$ cat config.mk
export PLATFORM = sky130hd
export DESIGN_NAME = at_response_parser_core
export DESIGN_NICKNAME = d
export VERILOG_FILES = /design/src/rtl/at_rsp_pkg.sv /design/src/rtl/at_response_parser_core.sv
export SDC_FILE = /design/constraint.sdc
export NUM_CORES = 1
export LEC_CHECK = 0
export BUFFER_PORTS_ARGS = -buffer_cell sky130_fd_sc_hd__buf_4
export CAP_MARGIN = 40
export CORE_MARGIN = 10
export CORE_UTILIZATION = 30
export CTS_CLUSTER_DIAMETER = 80
export DETAILED_ROUTE_END_ITERATION = 10
export GPL_ROUTABILITY_DRIVEN = 0
export PLACE_DENSITY = 0.57
export SLEW_MARGIN = 25
export SYNTH_ARGS = -nofsm -noshare
export SYNTH_HDL_FRONTEND = slang
export SYNTH_SLANG_ARGS = --single-unit
$ cat constraint.sdc
create_clock -name clk -period 4.54 [get_ports clk]
set_clock_uncertainty 0.15 [all_clocks]
set_input_delay 0.454 -clock clk [delete_from_list [all_inputs] [get_ports clk]]
set_output_delay 0.454 -clock clk [all_outputs]
set_load 0.02 [all_outputs]
$ cat src/rtl/at_rsp_pkg.sv
// at_rsp_pkg: state codes, character codes and verdict codes for the
// AT response parser; no dependencies

package at_rsp_pkg;

    // parser states, one-hot
    typedef enum logic [17:0] {
        S_START    = 18'h00001,  // expecting first CR
        S_LF0      = 18'h00002,  // expecting first LF
        S_BODY     = 18'h00004,  // expecting O, E or +
        S_K        = 18'h00008,  // after O, expecting K
        S_CR_END   = 18'h00010,  // after OK / ERROR, expecting CR
        S_LF_END   = 18'h00020,  // expecting final LF
        S_ACCEPT   = 18'h00040,  // response accepted
        S_ER1      = 18'h00080,  // after E
        S_ER2      = 18'h00100,  // after ER
        S_ER3      = 18'h00200,  // after ERR
        S_ER4      = 18'h00400,  // after ERRO
        S_TXT_HEAD = 18'h00800,  // after +, first text char
        S_TXT      = 18'h01000,  // inside text line
        S_TXT_LF   = 18'h02000,  // after text CR
        S_TXT_NEXT = 18'h04000,  // after text line, expecting + or CR
        S_BLANK_LF = 18'h08000,  // blank line LF
        S_FINAL    = 18'h10000,  // expecting O or E after blank line
        S_FAIL     = 18'h20000   // response malformed
    } parse_state_t;

    // verdict codes
    typedef enum logic [1:0] {
        V_RUNNING = 2'd0,
        V_ACCEPT  = 2'd1,
        V_FAIL    = 2'd2
    } verdict_t;

    // character codes
    localparam logic [7:0] CH_CR   = 8'd13;
    localparam logic [7:0] CH_LF   = 8'd10;
    localparam logic [7:0] CH_O    = 8'h4F;
    localparam logic [7:0] CH_K    = 8'h4B;
    localparam logic [7:0] CH_E    = 8'h45;
    localparam logic [7:0] CH_R    = 8'h52;
    localparam logic [7:0] CH_PLUS = 8'h2B;

endpackage

$ cat src/rtl/at_response_parser_core.sv
// at_response_parser_core: checks a modem AT response one character per item
// depends on at_rsp_pkg
//
// pipeline: input register, then result register
// throughput: one item per cycle unless m_axis_tready stalls the result
// reset: rst_n clears state, column, line count and both valid flags

module at_response_parser_core #(
    parameter int MAX_LINES = 16,
    parameter int MAX_COLS  = 256
) (
    input  logic       clk,
    input  logic       rst_n,
    input  logic       s_axis_tvalid,
    output logic       s_axis_tready,
    input  logic [7:0] s_axis_tdata,   // [7:0] char_in
    output logic       m_axis_tvalid,
    input  logic       m_axis_tready,
    output logic [15:0] m_axis_tdata,  // [1:0] verdict, [2] store_valid,
                                       // [6:3] store_line, [14:7] store_col,
                                       // [15] zero fill
    output logic       m_axis_tlast    // line_done
);
    import at_rsp_pkg::*;

    localparam int LINE_W = $clog2(MAX_LINES);
    localparam int COL_W  = $clog2(MAX_COLS);
    localparam logic [LINE_W-1:0] LINE_LAST = LINE_W'(MAX_LINES - 1);
    localparam logic [COL_W-1:0]  COL_LAST  = COL_W'(MAX_COLS - 1);

    // input register
    logic       in_valid_reg;
    logic [7:0] in_char_reg;

    // parser state
    parse_state_t      state_reg, state_next;
    logic [COL_W-1:0]  col_reg, col_next;
    logic [LINE_W-1:0] line_reg, line_next;

    // result register
    logic        out_valid_reg;
    logic [15:0] out_data_reg, out_data_next;
    logic        out_last_reg, out_last_next;

    logic advance;
    logic out_free;

    // handshake
    assign out_free      = !out_valid_reg || m_axis_tready;
    assign advance       = in_valid_reg && out_free;
    assign s_axis_tready = !in_valid_reg || out_free;
    assign m_axis_tvalid = out_valid_reg;
    assign m_axis_tdata  = out_data_reg;
    assign m_axis_tlast  = out_last_reg;

    // transition logic
    verdict_t verdict;
    logic     stored;
    logic     eol;
    logic     keep;
    logic [LINE_W+3:0] line_ext;

    always_comb
    begin
        state_next = S_FAIL;
        verdict    = V_RUNNING;
        stored     = 1'b1;
        eol        = 1'b0;
        unique case (state_reg)
            S_START:    if (in_char_reg == CH_CR) state_next = S_LF0;
            S_LF0:
            begin
                if (in_char_reg == CH_LF)
                begin
                    state_next = S_BODY;
                    eol        = 1'b1;
                end
            end
            S_BODY:
            begin
                if (in_char_reg == CH_O)         state_next = S_K;
                else if (in_char_reg == CH_E)    state_next = S_ER1;
                else if (in_char_reg == CH_PLUS) state_next = S_TXT_HEAD;
            end
            S_K:        if (in_char_reg == CH_K)  state_next = S_CR_END;
            S_CR_END:   if (in_char_reg == CH_CR) state_next = S_LF_END;
            S_LF_END:
            begin
                if (in_char_reg == CH_LF)
                begin
                    state_next = S_ACCEPT;
                    eol        = 1'b1;
                end
            end
            S_ER1:      if (in_char_reg == CH_R) state_next = S_ER2;
            S_ER2:      if (in_char_reg == CH_R) state_next = S_ER3;
            S_ER3:      if (in_char_reg == CH_O) state_next = S_ER4;
            S_ER4:      if (in_char_reg == CH_R) state_next = S_CR_END;
            S_TXT_HEAD: if (in_char_reg != CH_CR) state_next = S_TXT;
            S_TXT:      state_next = (in_char_reg == CH_CR) ? S_TXT_LF : S_TXT;
            S_TXT_LF:
            begin
                if (in_char_reg == CH_LF)
                begin
                    state_next = S_TXT_NEXT;
                    eol        = 1'b1;
                end
            end
            S_TXT_NEXT:
            begin
                if (in_char_reg == CH_CR)        state_next = S_BLANK_LF;
                else if (in_char_reg == CH_PLUS) state_next = S_TXT_HEAD;
            end
            S_BLANK_LF:
            begin
                if (in_char_reg == CH_LF)
                begin
                    state_next = S_FINAL;
                    eol        = 1'b1;
                end
            end
            S_FINAL:
            begin
                if (in_char_reg == CH_O)      state_next = S_K;
                else if (in_char_reg == CH_E) state_next = S_ER1;
            end
            S_ACCEPT:
            begin
                state_next = S_ACCEPT;
                verdict    = V_ACCEPT;
                stored     = 1'b0;
            end
            default:
            begin
                state_next = S_FAIL;
                verdict    = V_FAIL;
                stored     = 1'b0;
            end
        endcase

        // the rejecting character is not stored
        keep = stored && !(verdict == V_RUNNING && state_next == S_FAIL);

        // position bookkeeping
        col_next  = col_reg;
        line_next = line_reg;
        if (keep)
        begin
            if (eol)
            begin
                col_next = '0;
                if (line_reg < LINE_LAST) line_next = line_reg + 1'b1;
            end
            else if (col_reg < COL_LAST)
            begin
                col_next = col_reg + 1'b1;
            end
        end

        // result packing
        line_ext      = {4'b0000, line_reg};
        out_data_next = '0;
        out_data_next[1:0] = verdict;
        out_data_next[2]   = keep;
        if (keep)
        begin
            out_data_next[6:3]  = line_ext[3:0];
            out_data_next[14:7] = 8'(col_reg);
        end
        out_last_next = keep && eol;
    end

    // registers
    always_ff @(posedge clk or negedge rst_n)
    begin
        if (!rst_n)
        begin
            in_valid_reg  <= 1'b0;
            out_valid_reg <= 1'b0;
            state_reg     <= S_START;
            col_reg       <= '0;
            line_reg      <= '0;
        end
        else
        begin
            if (s_axis_tready) in_valid_reg <= s_axis_tvalid;
            if (out_free)      out_valid_reg <= in_valid_reg;
            if (advance)
            begin
                state_reg <= state_next;
                col_reg   <= col_next;
                line_reg  <= line_next;
            end
        end
    end

    // payload registers
    always_ff @(posedge clk)
    begin
        if (s_axis_tvalid && s_axis_tready) in_char_reg <= s_axis_tdata;
        if (advance)
        begin
            out_data_reg <= out_data_next;
            out_last_reg <= out_last_next;
        end
    end

    // checks
    a_last_stored: assert property (@(posedge clk) disable iff (!rst_n)
        (m_axis_tvalid && m_axis_tlast) |-> m_axis_tdata[2])
        else $error("line end reported for an item that was not stored");

    a_empty_fields: assert property (@(posedge clk) disable iff (!rst_n)
        (m_axis_tvalid && !m_axis_tdata[2]) |-> (m_axis_tdata[14:3] == 12'd0))
        else $error("position reported for an item that was not stored");

    a_verdict_no_store: assert property (@(posedge clk) disable iff (!rst_n)
        (m_axis_tvalid && m_axis_tdata[1:0] != V_RUNNING) |-> !m_axis_tdata[2])
        else $error("item stored after a final verdict");

    a_accept_sticky: assert property (@(posedge clk) disable iff (!rst_n)
        (m_axis_tvalid && m_axis_tdata[1:0] == V_ACCEPT) |-> state_reg == S_ACCEPT)
        else $error("accept verdict without the accept state");

    a_fail_sticky: assert property (@(posedge clk) disable iff (!rst_n)
        (advance && state_reg == S_FAIL) |=> state_reg == S_FAIL)
        else $error("parser left the fail state");

endmodule

**Yosys cells after proc, flatten, opt, wreduce, memory -nomap -nowiden**

Cells that the tools add are included.

- Flip-flop bits (word level): 56
- Bits in latches: 0
- RAM bits: 0
- Bits in read-only memories: 0
- Input bits: 12
- Word-level logic and storage cells: 81
- Memories: 0

- Add/subtract/negate cells: 2
- Multiply operators: 0
- Div/mod/pow operators: 0
- $lt $le $gt $ge: 2
- Equality and inequality tests: 26
- Shifts and indexed selects: 0
- Mux-type cells: 26
- Bitwise logic cells: 0
- Reduce and logical (&&, ||, !) cells: 16

Operator list:

| operator | number |
|---|---|
| $mux W18 | 18 |
| $pmux W18 S17 | 1 |
| $eq A8 B7 Y1 const B | 4 |
| $eq A18 B1 Y1 const B | 1 |
| $eq A18 B10 Y1 const B | 1 |
| $eq A18 B11 Y1 const B | 1 |
| $eq A18 B12 Y1 const B | 1 |
| $eq A18 B13 Y1 const B | 1 |
| $eq A18 B14 Y1 const B | 1 |
| $eq A18 B15 Y1 const B | 1 |
| $eq A18 B16 Y1 const B | 1 |
| $eq A18 B17 Y1 const B | 1 |
| $eq A18 B18 Y1 const B | 1 |
| $eq A18 B2 Y1 const B | 1 |
| $eq A18 B3 Y1 const B | 1 |
| $eq A18 B4 Y1 const B | 1 |
| $eq A18 B5 Y1 const B | 1 |
| $eq A18 B6 Y1 const B | 1 |
| $eq A18 B7 Y1 const B | 1 |
| $eq A18 B8 Y1 const B | 1 |
| $eq A18 B9 Y1 const B | 1 |
| $eq A8 B4 Y1 const B | 2 |
| $mux W8 | 2 |
| $reduce_or A16 Y1 | 1 |
| other kinds (17) | 26 |

**Depth between registers and ports, before layout**

Gate-level depths: netlist of the first run.

- Depth after elaboration: 10
- Mapped depth: 10
- Gate-level depth less buffers: 8

**Least setup slack after synthesis of the first run**

OpenSTA, ideal clock, no wires.

- Path kind: register to register
- From: register state_reg[1]
- To: register col_reg[7]
- Library setup time: 0.076 ns
- Data arrival time: 2.849 ns
- Data required time: 4.314 ns
- Slack: 1.464 ns
- Cell stages (with the launch flop): 11
- Buffers on the path: 3
- Path through: dfrtp_1 > buf_6 > or4_4 > buf_6 > or4_4 > o32ai_2 > or4_2 > nor3_2 > buf_6 > or4_1 > o21ai_1

- Word-level cells in the longest chain between the ends: 8

RTL lines:

| element | line | text |
|---|---|---|
| start: declaration | at_response_parser_core.sv:36 | `parse_state_t state_reg, state_next;` |
| start signal: assignment | at_response_parser_core.sv:190 | `state_reg <= state_next;` |
| branches (longest 8 deep; another with $eq A18 B7 Y1) | -- |  |
| end signal: assignment | at_response_parser_core.sv:191 | `col_reg <= col_next;` |
| end: declaration | at_response_parser_core.sv:37 | `logic [COL_W-1:0] col_reg, col_next;` |

Several ways; the timed one is not identified.
A chain may end at the register's enable or synchronous reset.

**Final worst setup path of the first run**

- From: register state_reg[9]
- To: register out_data_reg[5] (netlist: m_axis_tdata[5]) (data pin)

- Word-level cells in the longest chain between the ends: 7

RTL lines:

| element | line | text |
|---|---|---|
| branches (longest 6 deep; another with $eq A18 B7 Y1) | -- |  |
| $logic_and A1 B1 Y1 (*) | at_response_parser_core.sv:142 | `keep = stored && !(verdict == V_RUNNING && state_next == S_FAIL);` |
| end signal: assignment | at_response_parser_core.sv:203 | `out_data_reg <= out_data_next;` |
| end: declaration | at_response_parser_core.sv:42 | `logic [15:0] out_data_reg, out_data_next;` |

Every way passes the cells marked *.

==> impl_metrics.env, run 1 <==
export IMPL_tritoncts="done"
export IMPL_ys_flop_type="dfrtp_1"
export IMPL_pwr_share_clk=0.293
export IMPL_crit_path_cell_trace="or4_1 -> nor4_1 -> o2bb2a_1 -> a211o_1 -> nand4_1 -> nor2_1 -> and2_1"
export IMPL_routed_top_layer="met4"
export IMPL_synthesis_nets=301
export IMPL_yosys_area_top_type="dfrtp_1"
export IMPL_ctsResizeCount=0
export IMPL_ant_nets=0
export IMPL_ios=31
export IMPL_setup_viol=0
export IMPL_multiInputGateArea_um2=1344
export IMPL_wire_per_inst_um=15.78
export IMPL_grt_max_degree=33
export IMPL_p_sw_frac=0.2599
export IMPL_clock_fmax_mhz=276.0
export IMPL_ys_top_cells_by_area="dfrtp_1, edfxtp_1, nand2_1"
export IMPL_critical_path_endpoint="m_axis_tdata[5]"
export IMPL_hp_class="input port to flip-flop"
export IMPL_hold_worst_slack_ns=0.1685
export IMPL_synthTopCellsByCount="dfrtp_1, nand2_1, edfxtp_1, nor2_1, o21ai_0"
export IMPL_ff_latch_area_um2=1523
export IMPL_synth_top_area_frac=0.2617
export IMPL_syn2layout_area_growth_pct=13.97
export IMPL_vias_per_cell=5.224
export IMPL_clk_pin_slew_ns=0.10
export IMPL_p_per_area_nw_per_um2=277.4
export IMPL_slew_headroom=0.4953
export IMPL_antenna_found_initial=0
export IMPL_slowest_delay_ns=0.66
export IMPL_path_class="flip-flop to flip-flop"
export IMPL_timing_setup_tns_ns=0
export IMPL_m1WireLength_mm=3.222
export IMPL_grt_pass1_vias=2352
export IMPL_timing_rr_start="state_reg[9]"
export IMPL_met3_length_um=336
export IMPL_report_final_slew_viol_count=0
export IMPL_synth_warning_count=0
export IMPL_irDropWorstVdd_mv=0.1215
export IMPL_run_status="completed"
export IMPL_drtIter0Drc=230
export IMPL_timing_final_crit_share=0.7981
export IMPL_power_leakage_nw=1.335
export IMPL_synth_edf_count=24
export IMPL_largest_reg_flops=18
export IMPL_insertion_delay_ns=0.32
export IMPL_rrSetupSlack_ns=0.92
export IMPL_cap_viol_max_count=0
export IMPL_dr_wl_met2_mm=3.306
export IMPL_cts_buffers=5
export IMPL_dr_pass1_iters=4
export IMPL_fin_crit_ns=3.623
export IMPL_grt_usage=0.09907
export IMPL_p_comb_frac=0.110
export IMPL_n_fill_cell=966
export IMPL_diodes=0
export IMPL_cts_buffer_depth=2
export IMPL_num_vias=2330
export IMPL_core_um2=9684
export IMPL_hold_viol=0
export IMPL_worstPathRequired_ns=4.47
export IMPL_yosysMostFrequentCell="dfrtp_1"
export IMPL_grt_setup_unrepaired="no"
export IMPL_arrival_ns=3.55
export IMPL_hpwl_mm=5.098
export IMPL_ff2ff_path_depth=7
export IMPL_pwr_share_seq=0.597
export IMPL_avgSynthCellArea_um2=10.33
export IMPL_critPathMaxFanout=14
export IMPL_rows=36
export IMPL_cts_root_buffer="clkbuf_8"
export IMPL_syn_inst=287
export IMPL_cp_start_kind="flip-flop"
export IMPL_drive_above_1_share=0.1597
export IMPL_clock_sinks=56
export IMPL_slowest_stage="or4_1"
export IMPL_fin_nets=326
export IMPL_io_buffers=29
export IMPL_end_kind="flip-flop"
export IMPL_crit_start="state_reg[9]"
export IMPL_worstMarginPinSlew_ns=0.7465
export IMPL_die_w_um=119.4
export IMPL_grt_pass1_wl_mm=11.81
export IMPL_wl_mm=7.038
export IMPL_syn_area_um2=2964
export IMPL_initial_core_util=0.3061
export IMPL_h_tree_depth=2
export IMPL_switching_power_mw=0.2435
export IMPL_synthArstFlopShare=0.5714
export IMPL_die_h_um=119.4
export IMPL_internal_power_mw=0.6936
export IMPL_synth_distinct_cells=60
export IMPL_synth_seq_cells=56
export IMPL_globalRoute_totalOverflow=0
export IMPL_die_area_um2=14260
export IMPL_seq_area_frac_synth=0.5137
export IMPL_r2r_end="m_axis_tdata[5]"
export IMPL_drc=0
==> how the worst min path moves through the flow <==
stage	startpoint	end	slack [ns]	cells past startpoint
floorplan	rst_n	col_reg[0]	0.008	0
global placement	rst_n	state_reg[6]	0.27	1
detailed placement	rst_n	state_reg[6]	0.28	1
CTS	s_axis_tdata[2]	in_char_reg[2]	0.16	1
global route	s_axis_tdata[0]	in_char_reg[0]	0.15	1
finish	s_axis_tdata[1]	in_char_reg[1]	0.17	1
==> cells in the final DEF (no fill, tap or decap), types with 3 or more instances in the layout <==
cell type / Yosys / routed
a22o_1: 4 / 4
o21ai_0: 15 / 15
buf_4: 1 / 31
nor2b_1: 4 / 4
nor4b_1: 4 / 4
nand2_1: 28 / 28
o31ai_1: 11 / 11
edfxtp_1: 24 / 24
and3_1: 5 / 5
a21oi_1: 3 / 3
clkbuf_8: 0 / 5
o21ai_1: 4 / 4
and4b_1: 4 / 4
inv_1: 5 / 5
and2_1: 14 / 14
nand3_1: 12 / 12
nor3_1: 6 / 6
dfrtp_1: 31 / 31
nand2b_1: 9 / 9
a31oi_1: 3 / 3
nor2_1: 19 / 19
nand4_1: 6 / 6
or3_1: 4 / 4
or4_1: 6 / 6
nor4_1: 8 / 8
o41ai_1: 4 / 4
xor2_1: 3 / 3
==> stage by stage <==
step / instance area, um^2 / std cells / util / setup WS, ns / total power, mW
floorplan: 2964 / 287 / - / 1.464 / 0.6280
global placement: 3284 / 437 / 0.3391 / 1.019 / 0.6724
detailed placement: 3284 / 437 / 0.3391 / 0.9829 / 0.6728
CTS: 3378 / 446 / 0.3488 / 0.9673 / 0.9443
global route: 3378 / 446 / 0.3488 / 0.6568 / 0.9744
finish: 3378 / 446 / 0.3488 / 0.9166 / 0.9371
==> critical path: cells and delay by family (launching register included) <==
kind               cells  cell delay [ns]
AOI/OAI and AO/OA      2             0.61
DFF                    1             0.50
and+or+nand+nor        5             2.13
==> cell type report <==
| type | instances | share of cell area |
|---|---|---|
| Clock buffer | 6 | 0.02148 |
| Tap cell | 133 | 0.04926 |
| Sequential cell | 56 | 0.4507 |
| Multi-Input combinational cell | 212 | 0.3978 |
| Clock inverter | 2 | 0.003333 |
| Timing Repair Buffer | 32 | 0.07185 |
| Inverter | 5 | 0.005556 |
==> repair_timing <==
item,4_1_cts,5_1_grt
hold buffers,1,0
hold endpoints to repair,31,0
setup endpoints to repair,0,0
buffers inserted,0,0
==> kinds of logic (layout without fill, tap and decap cells) <==
kind of cell / count (synthesis) / in the layout / synth area share
simple gates: 145 / 145 / 0.2870
compound gates: 58 / 58 / 0.1380
flops: 56 / 56 / 0.5137
buf+inv: 19 / 45 / 0.03293
xor+xnor: 5 / 5 / 0.01478
fa+ha+maj: 2 / 2 / 0.008441
other cells: 1 / 1 / 0.001265
mux: 1 / 1 / 0.003799
==> power groups by stage <==
| stage | clock network (mW) | registers [mW] | logic (mW) |
|---|---|---|---|
| final | 0.275 | 0.560 | 0.103 |
| after global placement | 0 | 0.570 | 0.102 |
| after global routing | 0.299 | 0.562 | 0.113 |
| after CTS | 0.281 | 0.560 | 0.104 |
| after floorplan | 0 | 0.579 | 0.0490 |
| after detailed placement | 0 | 0.570 | 0.103 |
==> layer usage <==
| layer | up-vias | global-route usage |
|---|---|---|
| met2 | 72 | 0.1511 |
| met3 | 13 | 0.01984 |
| met5 | - | 0 |
| met1 | 1106 | 0.1324 |
| li1 | 1139 | - |
| met4 | 0 | 0.04525 |
No activity file was read; power rests on OpenSTA's default activity.
==> run 2, diff against run 1 <==
==> constraint.sdc (replaced) <==
create_clock -name clk -period 3.8 [get_ports clk]
set_clock_uncertainty 0.15 [all_clocks]
set_input_delay 0.38 -clock clk [delete_from_list [all_inputs] [get_ports clk]]
set_output_delay 0.38 -clock clk [all_outputs]
set_load 0.02 [all_outputs]
==> run 2 against run 1 <==
- die area did not move
- flip-flop and latch count did not move
- combinational power rose by 18%
- largest cell class unchanged
- highest routed layer unchanged
==> impl_metrics.env, run 2 (same netlist as run 1, synthesis figures left out) <==
export IMPL_num_vias=2359
export IMPL_final_common_cell="buf_4"
export IMPL_wire_per_inst_um=15.43
export IMPL_final_cell_mix="buf_4, dfrtp_1, nand2_1, edfxtp_1, nor2_1"
export IMPL_clock_sinks=56
export IMPL_post_cts_setup_buffer_count=0
export IMPL_antenna_found_initial=0
export IMPL_tritoncts="done"
export IMPL_drc=0
export IMPL_vias_per_cell=5.277
export IMPL_globalRoute_totalOverflow=0
export IMPL_dr_pass1_iters=5
export IMPL_die_h_um=119.4
export IMPL_n_fill_cell=994
export IMPL_initial_core_util=0.3061
export IMPL_ant_nets=0
export IMPL_arrival_ns=3.37
export IMPL_p_per_area_nw_per_um2=338.0
export IMPL_report_final_slew_viol_count=0
export IMPL_hp_class="input port to flip-flop"
export IMPL_grt_pass1_wl_mm=11.64
export IMPL_ff_latch_area_um2=1523
export IMPL_cp_start_kind="flip-flop"
export IMPL_placed_cells=438
export IMPL_ios=31
export IMPL_worstPathRequired_ns=3.74
export IMPL_cts_buffer_depth=2
export IMPL_path_class="flip-flop to flip-flop"
export IMPL_die_area_um2=14260
export IMPL_hold_viol=0
export IMPL_timing_setup_tns_ns=0
export IMPL_cts_buffers=5
export IMPL_h_tree_depth=2
export IMPL_drive_above_1_share=0.1656
export IMPL_clk_pin_slew_ns=0.11
export IMPL_setup_viol=0
export IMPL_rows=36
export IMPL_largest_reg_flops=18
export IMPL_insertion_delay_ns=0.32
export IMPL_multiInputGateArea_um2=1344
export IMPL_syn2layout_area_growth_pct=14.69
export IMPL_run_status="completed"
export IMPL_cap_viol_max_count=0
export IMPL_grt_usage=0.09763
export IMPL_slew_headroom=0.4858
export IMPL_drtIter0Drc=194
export IMPL_hpwl_mm=5.136
export IMPL_cts_root_buffer="clkbuf_8"
export IMPL_timing_final_crit_share=0.9022
export IMPL_irDropWorstVdd_mv=0.1512
export IMPL_core_um2=9684
export IMPL_end_kind="flip-flop"
export IMPL_die_w_um=119.4
export IMPL_power_leakage_nw=1.346
export IMPL_fin_nets=327
export IMPL_diodes=0
export IMPL_grt_setup_unrepaired="no"
export IMPL_grt_pass1_vias=2234
export IMPL_total_power_mw=1.149
export IMPL_worstMarginPinSlew_ns=0.7685
export IMPL_clock_fmax_mhz=291.7
export IMPL_wl_mm=6.895
export IMPL_layout_cells_non_filler=447
export IMPL_io_buffers=29
export IMPL_grt_max_degree=33
export IMPL_critPathMaxFanout=14
export IMPL_fin_crit_ns=3.428
==> run 2: worst max-delay path: stages (launching register included) <==
cell,delay (ns)
dfrtp_1,0.53
or4_1,0.28
nor4_1,0.09
a32o_1,0.27
or4_2,0.69
nor3_2,0.57
nor2_1,0.36
and2_1,0.26
==> run 2: power by group <==
| group | switching [mW] | internal, mW | leakage, nW |
|---|---|---|---|
| registers | 0.0146 | 0.654 | 0.662 |
| logic | 0.0778 | 0.0444 | 0.632 |
| clock network | 0.219 | 0.140 | 0.0511 |
| total | 0.311 | 0.838 | 1.35 |
==> run 2: per-layer routing <==
metal  vias up  GRT usage  routed length (um)
li1       1142          -                   -
met1      1149     0.1353                3242
met2        59     0.1483                3252
met3         9    0.01842                 274
met4         0    0.03544                 126
met5         -          0                   0
==> run 2: timing repair <==
| item | 4_1_cts | 5_1_grt |
|---|---|---|
| hold buffers | 1 | 0 |
| resized for setup | 0 | 0 |
| endpoints found under the hold margin | 31 | 0 |
==> run 2: worst paths after layout <==
kind	start	endpoint	slack (ns)	depth (start not counted)
setup / recovery	state_reg[9]	m_axis_tdata[4]	0.37	7
hold / removal	s_axis_tdata[2]	in_char_reg[2]	0.08	1
setup reg to reg	state_reg[9]	m_axis_tdata[4]	0.37	7
hold reg to reg	in_valid_reg	m_axis_tvalid	0.36	1
max in group asynchronous	rst_n	state_reg[0]	2.78	2
min in group asynchronous	rst_n	state_reg[4]	0.38	2
==> run 2: cell type report <==
type | count | share of cell area
clock buffer | 5 | 0.02024
clock inverter | 3 | 0.008465
tap | 133 | 0.04895
inverter | 5 | 0.005521
timing repair buffer | 33 | 0.07361
sequential | 56 | 0.4479
multi-input combinational | 212 | 0.3953
==> run 2: stage by stage <==
step	util	hold WS (ns)	setup slack (ns)	cell area (um^2)
floorplan	-	-0.06559	0.7245	2964
global placement	0.3399	0.2014	0.4685	3292
detailed placement	0.3399	0.2057	0.3912	3292
CTS	0.3510	0.07342	0.3946	3400
global route	0.3510	0.06171	0.1581	3400
finish	0.3510	0.07953	0.3718	3400
==> run 3, diff against run 2 <==
--- a/config.mk
+++ b/config.mk
@@ -13,6 +13,7 @@
 export DETAILED_ROUTE_END_ITERATION = 10
 export GPL_ROUTABILITY_DRIVEN = 0
 export PLACE_DENSITY = 0.57
+export SETUP_SLACK_MARGIN = 0.3
 export SLEW_MARGIN = 25
 export SYNTH_ARGS = -nofsm -noshare
 export SYNTH_HDL_FRONTEND = slang
==> constraint.sdc (replaced) <==
create_clock -name clk -period 3.8 [get_ports clk]
set_clock_uncertainty 0.15 [all_clocks]
set_input_delay 1.14 -clock clk [delete_from_list [all_inputs] [get_ports clk]]
set_output_delay 1.14 -clock clk [all_outputs]
set_load 0.02 [all_outputs]
==> run 3 against run 2 <==
- core utilization about the same
- cell area rose by 0.11%
- critical path depth grew 1
- combinational power is essentially flat
- flip-flop and latch count is the same
- critical endpoint is now col_reg[5]
- setup slack gained 0.21 ns
- non-clock buffer count unchanged
- register-to-register slack improved by 0.21 ns
==> impl_metrics.env, run 3 (same netlist as run 1, synthesis figures left out) <==
export IMPL_post_cts_setup_buffer_count=0
export IMPL_crit_family="simple AND/OR/NAND/NOR gates"
export IMPL_cap_viol_max_count=0
export IMPL_initial_core_util=0.3061
export IMPL_rows=36
export IMPL_clk_pin_slew_ns=0.11
export IMPL_drive_above_1_share=0.1720
export IMPL_hpwl_mm=5.131
export IMPL_path_class="flip-flop to flip-flop"
export IMPL_cts_buffer_depth=2
export IMPL_met2_usage=0.1573
export IMPL_n_fill_cell=974
export IMPL_p_comb_frac=0.108
export IMPL_grt_setup_unrepaired="no"
export IMPL_timing_setup_tns_ns=0
export IMPL_p_sw_frac=0.2704
export IMPL_ios=31
export IMPL_h_tree_depth=2
export IMPL_final_common_cell="buf_4"
export IMPL_drtIter0Drc=166
export IMPL_final_cell_mix="buf_4, dfrtp_1, nand2_1, edfxtp_1, nor2_1"
export IMPL_antenna_found_initial=0
export IMPL_grt_max_degree=33
export IMPL_pwr_share_clk=0.306
export IMPL_die_area_um2=14260
export IMPL_report_final_slew_viol_count=0
export IMPL_num_vias=2360
export IMPL_hp_class="flip-flop to flip-flop"
export IMPL_wl_mm=6.968
export IMPL_worst_slack_ns=0.5769
export IMPL_grt_pass1_wl_mm=12.03
export IMPL_grt_pass1_vias=2362
export IMPL_met3_usage=0.02078
export IMPL_cts_buffers=5
export IMPL_use_met1=0.1291
export IMPL_hold_end="m_axis_tvalid"
export IMPL_slowest_stage="nor4b_1"
export IMPL_crit_path_cell_trace="nor4b_1 -> nand2_1 -> o2bb2ai_1 -> a222oi_1 -> nand4_1 -> buf_4 -> or3_4 -> o31ai_1"
export IMPL_clock_sinks=56
export IMPL_die_w_um=119.4
export IMPL_end_kind="flip-flop"
export IMPL_fin_nets=327
export IMPL_switching_power_mw=0.3087
export IMPL_setup_viol=0
export IMPL_r2r_end="col_reg[5]"
export IMPL_vias_per_cell=5.280
export IMPL_drc=0
export IMPL_cp_num_buf_inv=1
export IMPL_diodes=0
export IMPL_cp_start_kind="flip-flop"
export IMPL_fin_crit_ns=3.223
export IMPL_ff2ff_path_depth=8
export IMPL_tritoncts="done"
export IMPL_power_leakage_nw=1.348
export IMPL_ant_nets=0
export IMPL_clock_fmax_mhz=310.3
export IMPL_worstPathRequired_ns=3.88
export IMPL_worstMarginPinSlew_ns=0.6929
export IMPL_p_per_area_nw_per_um2=335.5
export IMPL_critPathMaxFanout=11
export IMPL_pwr_share_seq=0.586
export IMPL_grt_usage=0.09998
export IMPL_largest_reg_flops=18
export IMPL_run_status="completed"
export IMPL_dr_pass1_iters=4
export IMPL_timing_final_crit_share=0.8482
export IMPL_arrival_ns=3.31
export IMPL_syn2layout_area_growth_pct=14.82
export IMPL_irDropWorstVdd_mv=0.1520
export IMPL_hold_path_cell_count=1
export IMPL_wire_per_inst_um=15.59
export IMPL_rrSetupSlack_ns=0.58
export IMPL_core_um2=9684
export IMPL_insertion_delay_ns=0.32
export IMPL_pre_cts_ws_ns=0.4232
export IMPL_globalRoute_totalOverflow=0
export IMPL_internal_power_mw=0.8329
export IMPL_io_buffers=29
export IMPL_slew_headroom=0.5316
export IMPL_hold_viol=0
export IMPL_top_usage_layer="met2"
export IMPL_total_power_mw=1.142
export IMPL_die_h_um=119.4
export IMPL_timing_rr_start="in_char_reg[5]"
export IMPL_min_from="in_valid_reg"
export IMPL_cts_root_buffer="clkbuf_8"
export IMPL_slowest_delay_ns=0.66
run 3: final cells by class:
class | instances | area (um^2) | area share
flip-flops and latches | 56 | 1523 | 0.4474
clock buffers | 5 | 68.82 | 0.02022
well taps | 133 | 166.4 | 0.04890
clock inverters | 3 | 26.28 | 0.007721
repair buffers | 33 | 247.7 | 0.07279
inverters | 5 | 18.77 | 0.005515
multi-input cells | 212 | 1353 | 0.3974
run 3: power groups by stage:
stage	clock network, mW	registers (mW)	logic [mW]
2_1_floorplan	0	0.692	0.0585
3_3_place_gp	0	0.681	0.124
3_5_place_dp	0	0.682	0.124
4_1_cts	0.361	0.669	0.124
5_1_grt	0.383	0.673	0.135
6_report	0.350	0.669	0.123
run 3: worst reg2reg max path: cells and delay by family (launching register included):
kind	cells	cell delay, ns
buf+inv	1	0.24
simple gates	4	1.54
compound gates	3	0.75
flops	1	0.46
run 3: metal layers:
metal / vias up / wire [um] / part of all wire
met3: 15 / 343 / 0.049
met5: - / 0 / 0
met4: 0 / 187 / 0.027
li1: 1144 / - / -
met1: 1142 / 3108 / 0.45
met2: 59 / 3328 / 0.48
run 3: stage by stage:
step,instance area [um^2],hold WS (ns),utilization,cells
after detailed placement,3299,0.3434,0.3407,439
after global routing,3403,0.3975,0.3514,447
after floorplan,2964,0.3072,-,287
final,3403,0.3628,0.3514,447
after CTS,3395,0.3691,0.3505,447
after global placement,3299,0.3288,0.3407,439
run 3: what timing repair did:
| action | in CTS | in global routing |
|---|---|---|
| hold buffers | 0 | 0 |
| resized for setup | 0 | 2 |
| endpoints found under the setup margin | 0 | 14 |
run 3: how the worst max path moves through the flow:
stage              startpoint                to  slack [ns]  depth (start not counted)
6_report       in_char_reg[5]        col_reg[5]        0.58                          8
5_1_grt        in_char_reg[5]        col_reg[3]        0.33                          8
4_1_cts          state_reg[9]  m_axis_tdata[10]        0.43                          7
3_5_place_dp     state_reg[9]  m_axis_tdata[10]        0.42                          7
3_3_place_gp     state_reg[9]   m_axis_tdata[5]        0.49                          7
2_1_floorplan    state_reg[1]        col_reg[7]        0.72                         10
